[config.mk]
export PLATFORM = sky130hd
export DESIGN_NAME = tls_sni_extractor_core_flat
export DESIGN_NICKNAME = d
export VERILOG_FILES = /design/src/hw/rtl/tse_pkg.sv /design/src/hw/rtl/tse_byte_if.sv /design/src/hw/rtl/tse_result_if.sv /design/src/hw/rtl/tls_sni_extractor_core.sv /design/src/flat_wrapper.sv
export SDC_FILE = /design/constraint.sdc
export NUM_CORES = 1
export LEC_CHECK = 0
export ABC_CLOCK_PERIOD_IN_PS = 11100
export BUFFER_PORTS_ARGS = -buffer_cell sky130_fd_sc_hd__buf_2
export CORE_MARGIN = 4
export CORE_UTILIZATION = 25
export DETAILED_ROUTE_END_ITERATION = 10
export PLACE_DENSITY_LB_ADDON = 0.2
export SLEW_MARGIN = 40
export SYNTH_ARGS = -nofsm -noshare
export SYNTH_HDL_FRONTEND = slang
export SYNTH_SLANG_ARGS = --single-unit
[constraint.sdc]
create_clock -name clk -period 11.1 [get_ports clk]
set_clock_uncertainty 0.05 [all_clocks]
set_input_delay 2.775 -clock clk [delete_from_list [all_inputs] [get_ports clk]]
set_output_delay 2.775 -clock clk [all_outputs]
set_load 0.02 [all_outputs]
[src/hw/rtl/tse_pkg.sv]
// shared types and constants for the tls server-name extractor
package tse_pkg;

  localparam int unsigned MAX_PAYLOAD = 65536;
  localparam int unsigned POS_W       = 18;
  localparam int unsigned FIFO_DEPTH  = 4;
  localparam int unsigned FIFO_AW     = $clog2(FIFO_DEPTH);

  localparam logic [7:0]  HS_RECORD    = 8'h16;
  localparam logic [7:0]  CLIENT_HELLO = 8'h01;
  localparam logic [POS_W-1:0] FIXED_SKIP = POS_W'(43);
  localparam logic [15:0] SNI_TYPE     = 16'h0000;

  localparam logic       KIND_NAME    = 1'b0;
  localparam logic       KIND_VERDICT = 1'b1;

  localparam logic [1:0] ST_NONE      = 2'd0;
  localparam logic [1:0] ST_FOUND     = 2'd1;
  localparam logic [1:0] ST_TRUNC     = 2'd2;

  localparam logic [1:0] SD_SEARCH    = 2'd0;
  localparam logic [1:0] SD_NONE      = 2'd1;
  localparam logic [1:0] SD_FOUND     = 2'd2;

  typedef struct packed {
    logic        kind;
    logic [7:0]  name_byte;
    logic [1:0]  status;
    logic [15:0] name_length;
    logic        last_result;
  } result_t;

endpackage

[src/hw/rtl/tse_byte_if.sv]
// payload byte channel
interface tse_byte_if;
  logic       valid;
  logic       ready;
  logic [7:0] data_byte;
  logic       last_byte;

  modport source (output valid, output data_byte, output last_byte, input ready);
  modport sink   (input valid, input data_byte, input last_byte, output ready);
endinterface

[src/hw/rtl/tse_result_if.sv]
// server name result channel
interface tse_result_if;
  logic        valid;
  logic        ready;
  logic        kind;
  logic [7:0]  name_byte;
  logic [1:0]  status;
  logic [15:0] name_length;
  logic        last_result;

  modport source (output valid, output kind, output name_byte, output status,
                  output name_length, output last_result, input ready);
  modport sink   (input valid, input kind, input name_byte, input status,
                  input name_length, input last_result, output ready);
endinterface

[src/hw/rtl/tls_sni_extractor_core.sv]
// tls client hello server-name extractor, one payload byte per cycle unless stalled
//
//   channel   dir  payload                                          notes
//   bytes     in   data_byte, last_byte                             one tcp payload byte
//   results   out  kind, name_byte, status, name_length, last_result name bytes, then verdict
//
// one byte parsed per cycle unless stalled; state updates in the cycle the byte is taken
// results go into a 4-entry queue; a byte may add two (name byte plus verdict)
// bytes is ready while the queue has at least two free slots, so stalls come only from results
// synchronous rst clears the parser and empties the queue; no clearing pass
module tls_sni_extractor_core
  import tse_pkg::*;
(
  input  logic         clk,
  input  logic         rst,
  tse_byte_if.sink     bytes,
  tse_result_if.source results
);

  localparam logic [3:0] PH_SID   = 4'd0;
  localparam logic [3:0] PH_CS_HI = 4'd1;
  localparam logic [3:0] PH_CS_LO = 4'd2;
  localparam logic [3:0] PH_CM    = 4'd3;
  localparam logic [3:0] PH_EL_HI = 4'd4;
  localparam logic [3:0] PH_EL_LO = 4'd5;
  localparam logic [3:0] PH_XT_HI = 4'd6;
  localparam logic [3:0] PH_XT_LO = 4'd7;
  localparam logic [3:0] PH_XL_HI = 4'd8;
  localparam logic [3:0] PH_XL_LO = 4'd9;
  localparam logic [3:0] PH_SN0   = 4'd10;
  localparam logic [3:0] PH_SN1   = 4'd11;
  localparam logic [3:0] PH_SN2   = 4'd12;
  localparam logic [3:0] PH_SN3   = 4'd13;
  localparam logic [3:0] PH_SN4   = 4'd14;
  localparam logic [3:0] PH_NAME  = 4'd15;

  localparam logic [POS_W-1:0] POS_LIMIT = POS_W'(MAX_PAYLOAD);
  localparam int unsigned CNT_W = FIFO_AW + 1;

  // parser state
  logic [POS_W-1:0] byte_position, byte_position_next;
  logic [3:0]       parse_phase, parse_phase_next;
  logic [7:0]       field_accumulator, field_accumulator_next;
  logic [POS_W-1:0] next_field_position, next_field_position_next;
  logic [POS_W-1:0] extensions_end, extensions_end_next;
  logic [15:0]      extension_type_hold, extension_type_hold_next;
  logic [15:0]      name_remaining, name_remaining_next;
  logic [15:0]      name_total, name_total_next;
  logic [1:0]       search_done, search_done_next;

  // result queue
  result_t            fifo [FIFO_DEPTH];
  logic [FIFO_AW-1:0] wr_ptr, rd_ptr;
  logic [CNT_W-1:0]   count;

  logic       in_fire, out_fire;
  logic       emit;
  logic [7:0] b;
  logic [POS_W:0] pos_x, len_end, tgt_x, xend_x;
  logic [15:0]    len;
  logic           do_goto;
  logic [POS_W-1:0] goto_tgt, xend_eff;
  logic [1:0]     push_n;
  result_t        name_item, verdict_item;

  assign b        = bytes.data_byte;
  assign in_fire  = bytes.valid && bytes.ready;
  assign out_fire = results.valid && results.ready;
  assign bytes.ready = (count <= CNT_W'(FIFO_DEPTH - 2));

  assign pos_x   = {1'b0, byte_position};
  assign len     = {field_accumulator, b};
  assign len_end = pos_x + (POS_W+1)'(1) + (POS_W+1)'(len);

  always_comb begin
    byte_position_next       = byte_position;
    parse_phase_next         = parse_phase;
    field_accumulator_next   = field_accumulator;
    next_field_position_next = next_field_position;
    extensions_end_next      = extensions_end;
    extension_type_hold_next = extension_type_hold;
    name_remaining_next      = name_remaining;
    name_total_next          = name_total;
    search_done_next         = search_done;
    emit     = 1'b0;
    do_goto  = 1'b0;
    goto_tgt = '0;
    xend_eff = extensions_end;
    tgt_x    = '0;
    xend_x   = '0;

    if (in_fire && byte_position < POS_LIMIT) begin
      byte_position_next = byte_position + POS_W'(1);
      if (search_done == SD_SEARCH) begin
        if (parse_phase == PH_NAME) begin
          name_remaining_next = name_remaining - 16'd1;
          if (name_remaining == 16'd1) begin
            search_done_next = SD_FOUND;
          end
          emit = 1'b1;
        end else if (parse_phase == PH_SID &&
                     ((byte_position == '0 && b != HS_RECORD) ||
                      (byte_position == POS_W'(5) && b != CLIENT_HELLO))) begin
          search_done_next = SD_NONE;
        end else if (byte_position == next_field_position) begin
          case (parse_phase)
            PH_SID, PH_CM: begin
              next_field_position_next = byte_position + POS_W'(1) + POS_W'(b);
              parse_phase_next = parse_phase + 4'd1;
            end
            PH_CS_LO: begin
              next_field_position_next = len_end[POS_W-1:0];
              parse_phase_next = PH_CM;
            end
            PH_EL_LO: begin
              extensions_end_next = len_end[POS_W-1:0];
              xend_eff = len_end[POS_W-1:0];
              do_goto  = 1'b1;
              goto_tgt = byte_position + POS_W'(1);
            end
            PH_XT_LO: begin
              extension_type_hold_next = len;
              next_field_position_next = byte_position + POS_W'(1);
              parse_phase_next = PH_XL_HI;
            end
            PH_XL_LO: begin
              if (extension_type_hold == SNI_TYPE &&
                  pos_x + (POS_W+1)'(5) < {1'b0, extensions_end}) begin
                // extension length kept for a skip past a non-matching entry
                name_total_next = len;
                next_field_position_next = byte_position + POS_W'(1);
                parse_phase_next = PH_SN0;
              end else begin
                do_goto  = 1'b1;
                goto_tgt = len_end[POS_W-1:0];
              end
            end
            PH_SN2: begin
              extension_type_hold_next = {8'd0, b};
              next_field_position_next = byte_position + POS_W'(1);
              parse_phase_next = PH_SN3;
            end
            PH_SN4: begin
              if (extension_type_hold == 16'd0 && len_end <= {1'b0, extensions_end}) begin
                if (len == 16'd0) begin
                  search_done_next = SD_NONE;
                end else begin
                  name_remaining_next = len;
                  name_total_next     = len;
                  parse_phase_next    = PH_NAME;
                end
              end else if (name_total < 16'd5) begin
                search_done_next = SD_NONE;
              end else begin
                // back to the start of this extension's body, then past it
                tgt_x    = pos_x - (POS_W+1)'(4) + (POS_W+1)'(name_total);
                do_goto  = 1'b1;
                goto_tgt = tgt_x[POS_W-1:0];
              end
            end
            default: begin
              field_accumulator_next   = b;
              next_field_position_next = byte_position + POS_W'(1);
              parse_phase_next = parse_phase + 4'd1;
            end
          endcase
          if (do_goto) begin
            next_field_position_next = goto_tgt;
            parse_phase_next = PH_XT_HI;
            xend_x = {1'b0, goto_tgt} + (POS_W+1)'(3);
            if (xend_x >= {1'b0, xend_eff}) begin
              search_done_next = SD_NONE;
            end
          end
        end
      end
    end

    // verdict from the state after this byte
    verdict_item.kind        = KIND_VERDICT;
    verdict_item.name_byte   = 8'd0;
    verdict_item.status      = ST_NONE;
    verdict_item.name_length = 16'd0;
    verdict_item.last_result = 1'b1;
    if (search_done_next == SD_FOUND) begin
      verdict_item.status      = ST_FOUND;
      verdict_item.name_length = name_total_next;
    end else if (search_done_next == SD_SEARCH && parse_phase_next == PH_NAME) begin
      verdict_item.status = ST_TRUNC;
    end

    if (in_fire && bytes.last_byte) begin
      byte_position_next       = '0;
      parse_phase_next         = PH_SID;
      field_accumulator_next   = '0;
      next_field_position_next = FIXED_SKIP;
      extensions_end_next      = '0;
      extension_type_hold_next = '0;
      name_remaining_next      = '0;
      name_total_next          = '0;
      search_done_next         = SD_SEARCH;
    end
  end

  always_comb begin
    name_item.kind        = KIND_NAME;
    name_item.name_byte   = b;
    name_item.status      = ST_NONE;
    name_item.name_length = 16'd0;
    name_item.last_result = 1'b0;
    push_n = 2'(emit) + 2'(in_fire && bytes.last_byte);
  end

  always_ff @(posedge clk) begin
    if (rst) begin
      byte_position       <= '0;
      parse_phase         <= PH_SID;
      field_accumulator   <= '0;
      next_field_position <= FIXED_SKIP;
      extensions_end      <= '0;
      extension_type_hold <= '0;
      name_remaining      <= '0;
      name_total          <= '0;
      search_done         <= SD_SEARCH;
      wr_ptr              <= '0;
      rd_ptr              <= '0;
      count               <= '0;
    end else begin
      byte_position       <= byte_position_next;
      parse_phase         <= parse_phase_next;
      field_accumulator   <= field_accumulator_next;
      next_field_position <= next_field_position_next;
      extensions_end      <= extensions_end_next;
      extension_type_hold <= extension_type_hold_next;
      name_remaining      <= name_remaining_next;
      name_total          <= name_total_next;
      search_done         <= search_done_next;
      wr_ptr              <= wr_ptr + FIFO_AW'(push_n);
      if (out_fire) begin
        rd_ptr <= rd_ptr + FIFO_AW'(1);
      end
      count <= count + CNT_W'(push_n) - CNT_W'(out_fire);
    end
  end

  // queue storage: name byte first, verdict after it
  always_ff @(posedge clk) begin
    if (emit) begin
      fifo[wr_ptr] <= name_item;
      if (in_fire && bytes.last_byte) begin
        fifo[wr_ptr + FIFO_AW'(1)] <= verdict_item;
      end
    end else if (in_fire && bytes.last_byte) begin
      fifo[wr_ptr] <= verdict_item;
    end
  end

  assign results.valid       = (count != '0);
  assign results.kind        = fifo[rd_ptr].kind;
  assign results.name_byte   = fifo[rd_ptr].name_byte;
  assign results.status      = fifo[rd_ptr].status;
  assign results.name_length = fifo[rd_ptr].name_length;
  assign results.last_result = fifo[rd_ptr].last_result;

  a_count_bound: assert property (@(posedge clk) disable iff (rst)
    count <= CNT_W'(FIFO_DEPTH))
    else $error("result queue overflow");

  a_packet_clear: assert property (@(posedge clk) disable iff (rst)
    in_fire && bytes.last_byte |=> byte_position == '0 && search_done == SD_SEARCH)
    else $error("parser not cleared after last byte");

  a_verdict_queued: assert property (@(posedge clk) disable iff (rst)
    in_fire && bytes.last_byte |=> count != '0)
    else $error("verdict not queued");

  a_found_in_name: assert property (@(posedge clk) disable iff (rst)
    search_done == SD_FOUND |-> parse_phase == PH_NAME)
    else $error("name complete outside name phase");

endmodule
[src/flat_wrapper.sv]
// flat-port wrapper written by rule: the top's interface ports become plain ports
module tls_sni_extractor_core_flat import tse_pkg::*;
  (clk, rst, bytes_valid, bytes_data_byte, bytes_last_byte, bytes_ready, results_valid, results_kind, results_name_byte, results_status, results_name_length, results_last_result, results_ready);
  tse_byte_if bytes_i ();
  tse_result_if results_i ();
  input  logic clk;
  input  logic rst;
  input wire logic [$bits(bytes_i.valid)-1:0] bytes_valid;
  input wire logic [$bits(bytes_i.data_byte)-1:0] bytes_data_byte;
  input wire logic [$bits(bytes_i.last_byte)-1:0] bytes_last_byte;
  output wire logic [$bits(bytes_i.ready)-1:0] bytes_ready;
  output wire logic [$bits(results_i.valid)-1:0] results_valid;
  output wire logic [$bits(results_i.kind)-1:0] results_kind;
  output wire logic [$bits(results_i.name_byte)-1:0] results_name_byte;
  output wire logic [$bits(results_i.status)-1:0] results_status;
  output wire logic [$bits(results_i.name_length)-1:0] results_name_length;
  output wire logic [$bits(results_i.last_result)-1:0] results_last_result;
  input wire logic [$bits(results_i.ready)-1:0] results_ready;
  assign bytes_i.valid = bytes_valid;
  assign bytes_i.data_byte = bytes_data_byte;
  assign bytes_i.last_byte = bytes_last_byte;
  assign bytes_ready = bytes_i.ready;
  assign results_valid = results_i.valid;
  assign results_kind = results_i.kind;
  assign results_name_byte = results_i.name_byte;
  assign results_status = results_i.status;
  assign results_name_length = results_i.name_length;
  assign results_last_result = results_i.last_result;
  assign results_i.ready = results_ready;
  tls_sni_extractor_core u_core (.clk(clk), .rst(rst), .bytes(bytes_i), .results(results_i));
endmodule
* After elaboration in Yosys (flattened, before gate mapping)
Memories as Yosys holds them, arrays and structs flattened. A register that Yosys moved wholly into a read port is not among the register bits.
Index checks and enable logic that the tools add are counted.
** Storage, ports and cells
- Bits in writable memories :: 112
- Memories kept :: 1
- Register bits :: 123
- Output and inout bits :: 30
- Logic and storage cells :: 170
- Input bits :: 13
** Memories
- u_core.fifo :: depth 4, bits a word 28, read ports 1, clocked after Yosys merged registers in 1, wr ports 2, line tls_sni_extractor_core.sv:52 : result_t fifo [FIFO_DEPTH];
** Operators by class
- $add $sub $neg :: 16
- Bitwise gates (word level) :: 4
- Multiplexer cells :: 81
- Equal/unequal tests :: 19
- Reduce and logical (&&, ||, !) cells :: 31
- $lt $le $gt $ge :: 6
** Operators by type and width (number)
- two-way mux 18 bit :: 16
- two-way mux 16 bit :: 15
- case mux 18 bit (4 select lines) :: 1
- case mux 16 bit (2 select lines) :: 2
- case mux 18 bit (3 select lines) :: 1
- two-way mux 4 bit :: 9
- logical NOT 16 bit :: 2
- two-way mux 2 bit :: 16
- two-way mux 28 bit :: 1
- case mux 4 bit (6 select lines) :: 1
- equality test 4 bit (second input constant) :: 5
- adder 18 x 1 -> 19 bit (second input constant) :: 1
- adder 18 x 2 -> 19 bit (second input constant) :: 1
- adder 18 x 3 -> 19 bit (second input constant) :: 1
- adder 19 x 16 -> 19 bit :: 1
- greater-or-equal comparator 19 x 18 -> 1 bit :: 1
- <= comparator 19 x 18 -> 1 bit :: 1
- < comparator 19 x 18 -> 1 bit :: 1
- adder 18 x 1 -> 18 bit (second input constant) :: 1
- adder 18 x 16 -> 18 bit :: 1
- adder 18 x 8 -> 18 bit :: 1
- equality test 18 bit :: 1
- equality test 18 x 3 -> 1 bit (second input constant) :: 1
- logical NOT 18 bit :: 1
- other kinds (34) :: 75

* Logic depth before layout (Yosys ltp)
- Depth in word-level cells :: 25
- Gate-level depth with buffers :: 36
- Depth with buffers taken out :: 34

* Worst setup path before layout
OpenSTA, ideal clock, no wires.
- Kind :: input -> register
- Start :: in bytes_data_byte[0]
- End :: mem u_core.fifo[0][18] (netlist bit), data pin
- Setup slack :: 1.203 ns
- Data required time :: 10.779 ns
- Setup time :: 0.271 ns
- Buffers on the path :: 2
- Arrival :: 9.577 ns
- Cell stages on the path :: 34
- Cells stage by stage :: inv_1 -> ha_1 -> inv_1 -> fa_1 -> a21o_1 -> a221oi_2 -> nand2b_1 -> o2bb2ai_1 -> xor2_1 -> inv_1 -> ha_1 -> nand4_1 -> a211oi_1 -> o31ai_1 -> a211oi_1 -> o31a_2 -> buf_6 -> clkbuf_1 -> a21oi_1 -> ha_1 -> or4_4 -> or4_4 -> xor2_1 -> ha_1 -> and4_1 -> nand3_1 -> a2111oi_0 -> nor3_1 -> a21oi_1 -> o221ai_1 -> o211ai_1 -> a31oi_1 -> o41ai_4 -> nor3_1
** RTL lines
- start, declared :: line flat_wrapper.sv:9 : input wire logic [$bits(bytes_i.data_byte)-1:0] bytes_data_byte;
- end, declared :: line tls_sni_extractor_core.sv:52

==> impl_summary.log <==
INFO  metric core-area = between 60000 and 70000 um^2
INFO  metric grt_pass1_vias = between 10000 and 15000
INFO  metric cp_top_family = compound AO/OA/AOI/OAI gates
INFO  metric post_synthesis_cells = 1945
INFO  metric synth_enable_flop_cells = 72
INFO  metric worstSetupStartpoint = bytes_data_byte[0]
INFO  metric port_buffers = 42
INFO  metric yosysWarnings = 0
INFO  metric headroom_to_the_max_slew_limit = between 40% and 50%
INFO  metric post_route_cells_drive_above_1_share = around 11%
INFO  metric crit_fanout = 5
INFO  metric clock_tree_from_tritoncts = built
INFO  metric power_frac_clock = between 30% and 40%
INFO  metric max_cap_viol_count = 0
INFO  metric mappedNetlistArea = ~16000 um^2
INFO  metric fp.dieW = 263 um
INFO  metric peakVddDrop = roughly 0.11 mV
INFO  metric ys_ff_latch = between 200 and 250
INFO  metric initial_utilization = roughly 25%
INFO  metric postSynth.topFlopCell = sky130_fd_sc_hd__dfxtp_1
INFO  metric hp-start = u_core.fifo[2][0]$_SDFFE_PP1P_
INFO  metric max_clock_freq = about 94 MHz
INFO  metric power_frac_comb = between 20% and 30%
INFO  metric grt_overflow = 0
INFO  metric grt_antenna_before_repair = 1
INFO  metric share_seq_of_total_power = around 40%
INFO  metric result_of_the_run = finished, final reports clean
INFO  metric finalHoldViolCount = 0
INFO  metric grt_max_degree = a little over 50
INFO  metric syn_avg_cell_area = 8.34 um^2
INFO  metric min_delay_path_depth = 2
INFO  metric antennaDiodeCount = 0
INFO  metric proportion_of_total_power_due_to_net_switching = a little under a third
INFO  metric cp_data_required_time = 11.37 ns
INFO  metric numPlacedInstances = roughly 2800
INFO  metric drc_errors = 0
INFO  metric yosysUniqueCellTypes = 98
INFO  metric finish.cell_count_without_fillers = between 2000 and 3000
INFO  metric htree_levels = 1
INFO  metric post_cts.repair.setup_buffers = 0
INFO  metric die_y = ~260 um
INFO  metric cp_slowest_cell = sky130_fd_sc_hd__or4_4
INFO  metric intPower = about 1.7 mW
INFO  metric gp_congestion = between 0.9 and 1
INFO  metric routed-via-count = 14700
INFO  metric kind_of_end_point_of_the_critical_path = flop
INFO  metric timing.final.crit_period = around 11 ns
INFO  metric die_area = about 70000 um^2
INFO  metric finalNetCount = approximately 2100
INFO  metric first_iter_violations = 1276
INFO  metric rsz0062_at_grt = no
INFO  metric cp_num_buf_inv = 5
INFO  metric crit-reg2reg-launch = u_core.byte_position[0]$_SDFFE_PP0P_
INFO  metric synth-async-reset-ratio = 0%
INFO  metric cp_slowest_stage_delay = ~0.6 ns
INFO  metric p_leak = 6.92 nW
INFO  metric synth.net_count = between 2000 and 2500
INFO  metric grt_first_pass_wirelength = 93400 um
INFO  metric cts.hold.buffers_added = 0
INFO  metric root_buffer = sky130_fd_sc_hd__clkbuf_16
INFO  metric post_drt_via_cell_ratio = between 5 and 6
INFO  metric worst_ep_arrival_time = 10.89 ns
INFO  metric mostFrequentLayoutCell = sky130_fd_sc_hd__nor2_1
INFO  metric final-max-slew-violation-count = 0
INFO  metric cts_sinks = approximately 230
INFO  metric report.final.setup_viol = 0
INFO  metric worst-path-stages = 36
INFO  metric detail_route.first_pass.iterations = 5
INFO  metric clkSlewWorstSetupHoldPaths = ~0.06 ns
INFO  metric switchingPower = roughly 780 uW
INFO  metric antenna_left = 0
INFO  metric ff2ff_path_depth = 35
INFO  metric detail_route.wirelength = roughly 63000 um
INFO  metric grt_use_total = about 18%
INFO  metric worst_margin_slew = 0.899 ns
INFO  metric area_growth = 13.8%
INFO  metric num_rows = 93
INFO  metric cts-root-to-sink-buffers = 3
INFO  metric layout.cells.most_common_list = sky130_fd_sc_hd__nor2_1, sky130_fd_sc_hd__nand2_1, sky130_fd_sc_hd__a21oi_1, sky130_fd_sc_hd__dfxtp_1, sky130_fd_sc_hd__ha_1
INFO  metric worst_hold_path_type = flop to flop
INFO  metric critPathKind = input port to flop
INFO  metric design.portCount = between 40 and 50
INFO  metric setup-tns-final = 0 ns
INFO  metric total_power = 2.49 mW
INFO  metric pwr_dens = 135 nW/um^2
INFO  metric critical_path_source_type = input port
INFO  metric clk_latency = approximately 0.6 ns
INFO  metric crit_path_frequent_cell = sky130_fd_sc_hd__ha_1
INFO  metric avgRoutedWirePerCell = between 20 and 25 um
INFO  metric post-route-period-util = a little over nine tenths
INFO  metric postCtsResizedCells = 0
INFO  metric cts_buffers = 29
INFO  metric synth_sequential_area_ratio = between 30% and 40%
INFO  metric detailedPlacementHpwl = about 47000 um
==> worst paths after layout <==
check	end	slack (ns)
worst max-delay path	u_core.fifo[0][18]$_DFFE_PP_	0.48
worst min register to register	u_core.fifo[2][0]$_SDFFE_PP1P_	0.39
worst max register to register	u_core.fifo[0][18]$_DFFE_PP_	1.90
worst min-delay path	u_core.fifo[2][0]$_SDFFE_PP1P_	0.39
==> layout make-up <==
type / count / area, um^2
clock buffers: 36 / 782
clock inverters: 18 / 183
fillers: 6897 / 45900
inverters: 130 / 489
multi-input cells: 1482 / 9960
flip-flops and latches: 233 / 5390
well taps: 855 / 1070
repair buffers: 93 / 591
==> Yosys cell counts (all sizes together), types with 5 or more instances <==
| master | count | area, um^2 |
|---|---|---|
| a211oi | 18 | 145 |
| a21o | 24 | 189 |
| a21oi | 179 | 896 |
| a221o | 6 | 62.6 |
| a221oi | 6 | 58.8 |
| a222oi | 5 | 50.1 |
| a22o | 5 | 43.8 |
| a22oi | 9 | 67.6 |
| a31oi | 20 | 125 |
| and2 | 16 | 105 |
| and3 | 20 | 133 |
| and4 | 5 | 43.8 |
| buf | 27 | 164 |
| clkbuf | 73 | 304 |
| dfxtp | 161 | 3220 |
| edfxtp | 72 | 2160 |
| ha | 129 | 1610 |
| inv | 127 | 477 |
| mux2i | 27 | 270 |
| mux4 | 27 | 608 |
| nand2 | 194 | 736 |
| nand2b | 12 | 75.1 |
| nand3 | 46 | 248 |
| nand3b | 5 | 37.5 |
| nand4 | 25 | 156 |
| nor2 | 273 | 1030 |
| nor2b | 17 | 106 |
| nor3 | 47 | 246 |
| nor3b | 5 | 37.5 |
| nor4 | 23 | 144 |
| o211a | 5 | 50.1 |
| o211ai | 18 | 140 |
| o21a | 10 | 75.1 |
| o21ai | 92 | 468 |
| o221ai | 7 | 61.3 |
| o22ai | 5 | 31.3 |
| or2 | 5 | 31.3 |
| or3 | 16 | 100 |
| or4 | 7 | 60.1 |
| xnor2 | 79 | 714 |
| xor2 | 36 | 334 |
==> flip-flops by register name, indices dropped and copies added, names as in the netlist, named ones only <==
| name | count |
|---|---|
| u_core.parse_phase | 4 |
| u_core.fifo | 108 |
| u_core.extension_type_hold | 16 |
| u_core.name_remaining | 16 |
| u_core.byte_position | 18 |
| u_core.name_total | 16 |
| u_core.rd_ptr | 2 |
| u_core.count | 3 |
| u_core.field_accumulator | 8 |
| u_core.next_field_position | 18 |
| u_core.extensions_end | 18 |
| u_core.wr_ptr | 2 |
| u_core.search_done | 2 |
==> power groups by stage <==
stage | combinational (mW) | clock [mW] | sequential (mW)
2_1_floorplan | 0.364 | 0 | 0.978
3_3_place_gp | 0.514 | 0 | 1.02
3_5_place_dp | 0.516 | 0 | 1.02
4_1_cts | 0.518 | 1.00 | 1.00
5_1_grt | 0.550 | 1.03 | 1.01
6_report | 0.512 | 0.976 | 1.00
==> cells by family after synthesis <==
| kind of cell | count (synthesis) | synth area share [%] |
|---|---|---|
| adder cells (fa/ha/maj) | 133 | 10.4 |
| AO/OA/AOI/OAI | 456 | 17.9 |
| XOR/XNOR | 115 | 6.46 |
| multiplexers | 54 | 5.41 |
| AND/OR/NAND/NOR | 724 | 20.7 |
| flip-flops | 233 | 33.2 |
| buffers and inverters | 230 | 5.90 |
==> metal layers <==
| metal | share of wire (%) | GRT usage [%] |
|---|---|---|
| met1 | 45 | 24.1 |
| met2 | 45 | 28.6 |
| met3 | 6.0 | 2.20 |
| met4 | 3.8 | 6.29 |
| met5 | 0 | 0 |
==> through the flow <==
stage	util, %	hold slack [ns]	worst slack (ns)	cell area [um^2]
2_1_floorplan	-	0.368	1.20	16200
3_3_place_gp	27.1	0.383	0.415	17400
3_5_place_dp	27.2	0.386	0.203	17500
4_1_cts	28.7	0.396	0.767	18500
5_1_grt	28.7	0.415	0.127	18500
6_report	28.7	0.392	0.481	18500
==> worst reg2reg max path: cells and delay by family (launching register included) <==
family                     cells  cell delay (ns)
buffers and inverters          4             0.69
AOI/OAI and AO/OA             14             3.38
and+or+nand+nor               11             2.64
adders and majority gates      5             1.48
xor gates and xnor gates       1             0.09
DFF                            1             0.60
No activity file was read; power rests on OpenSTA's default activity.
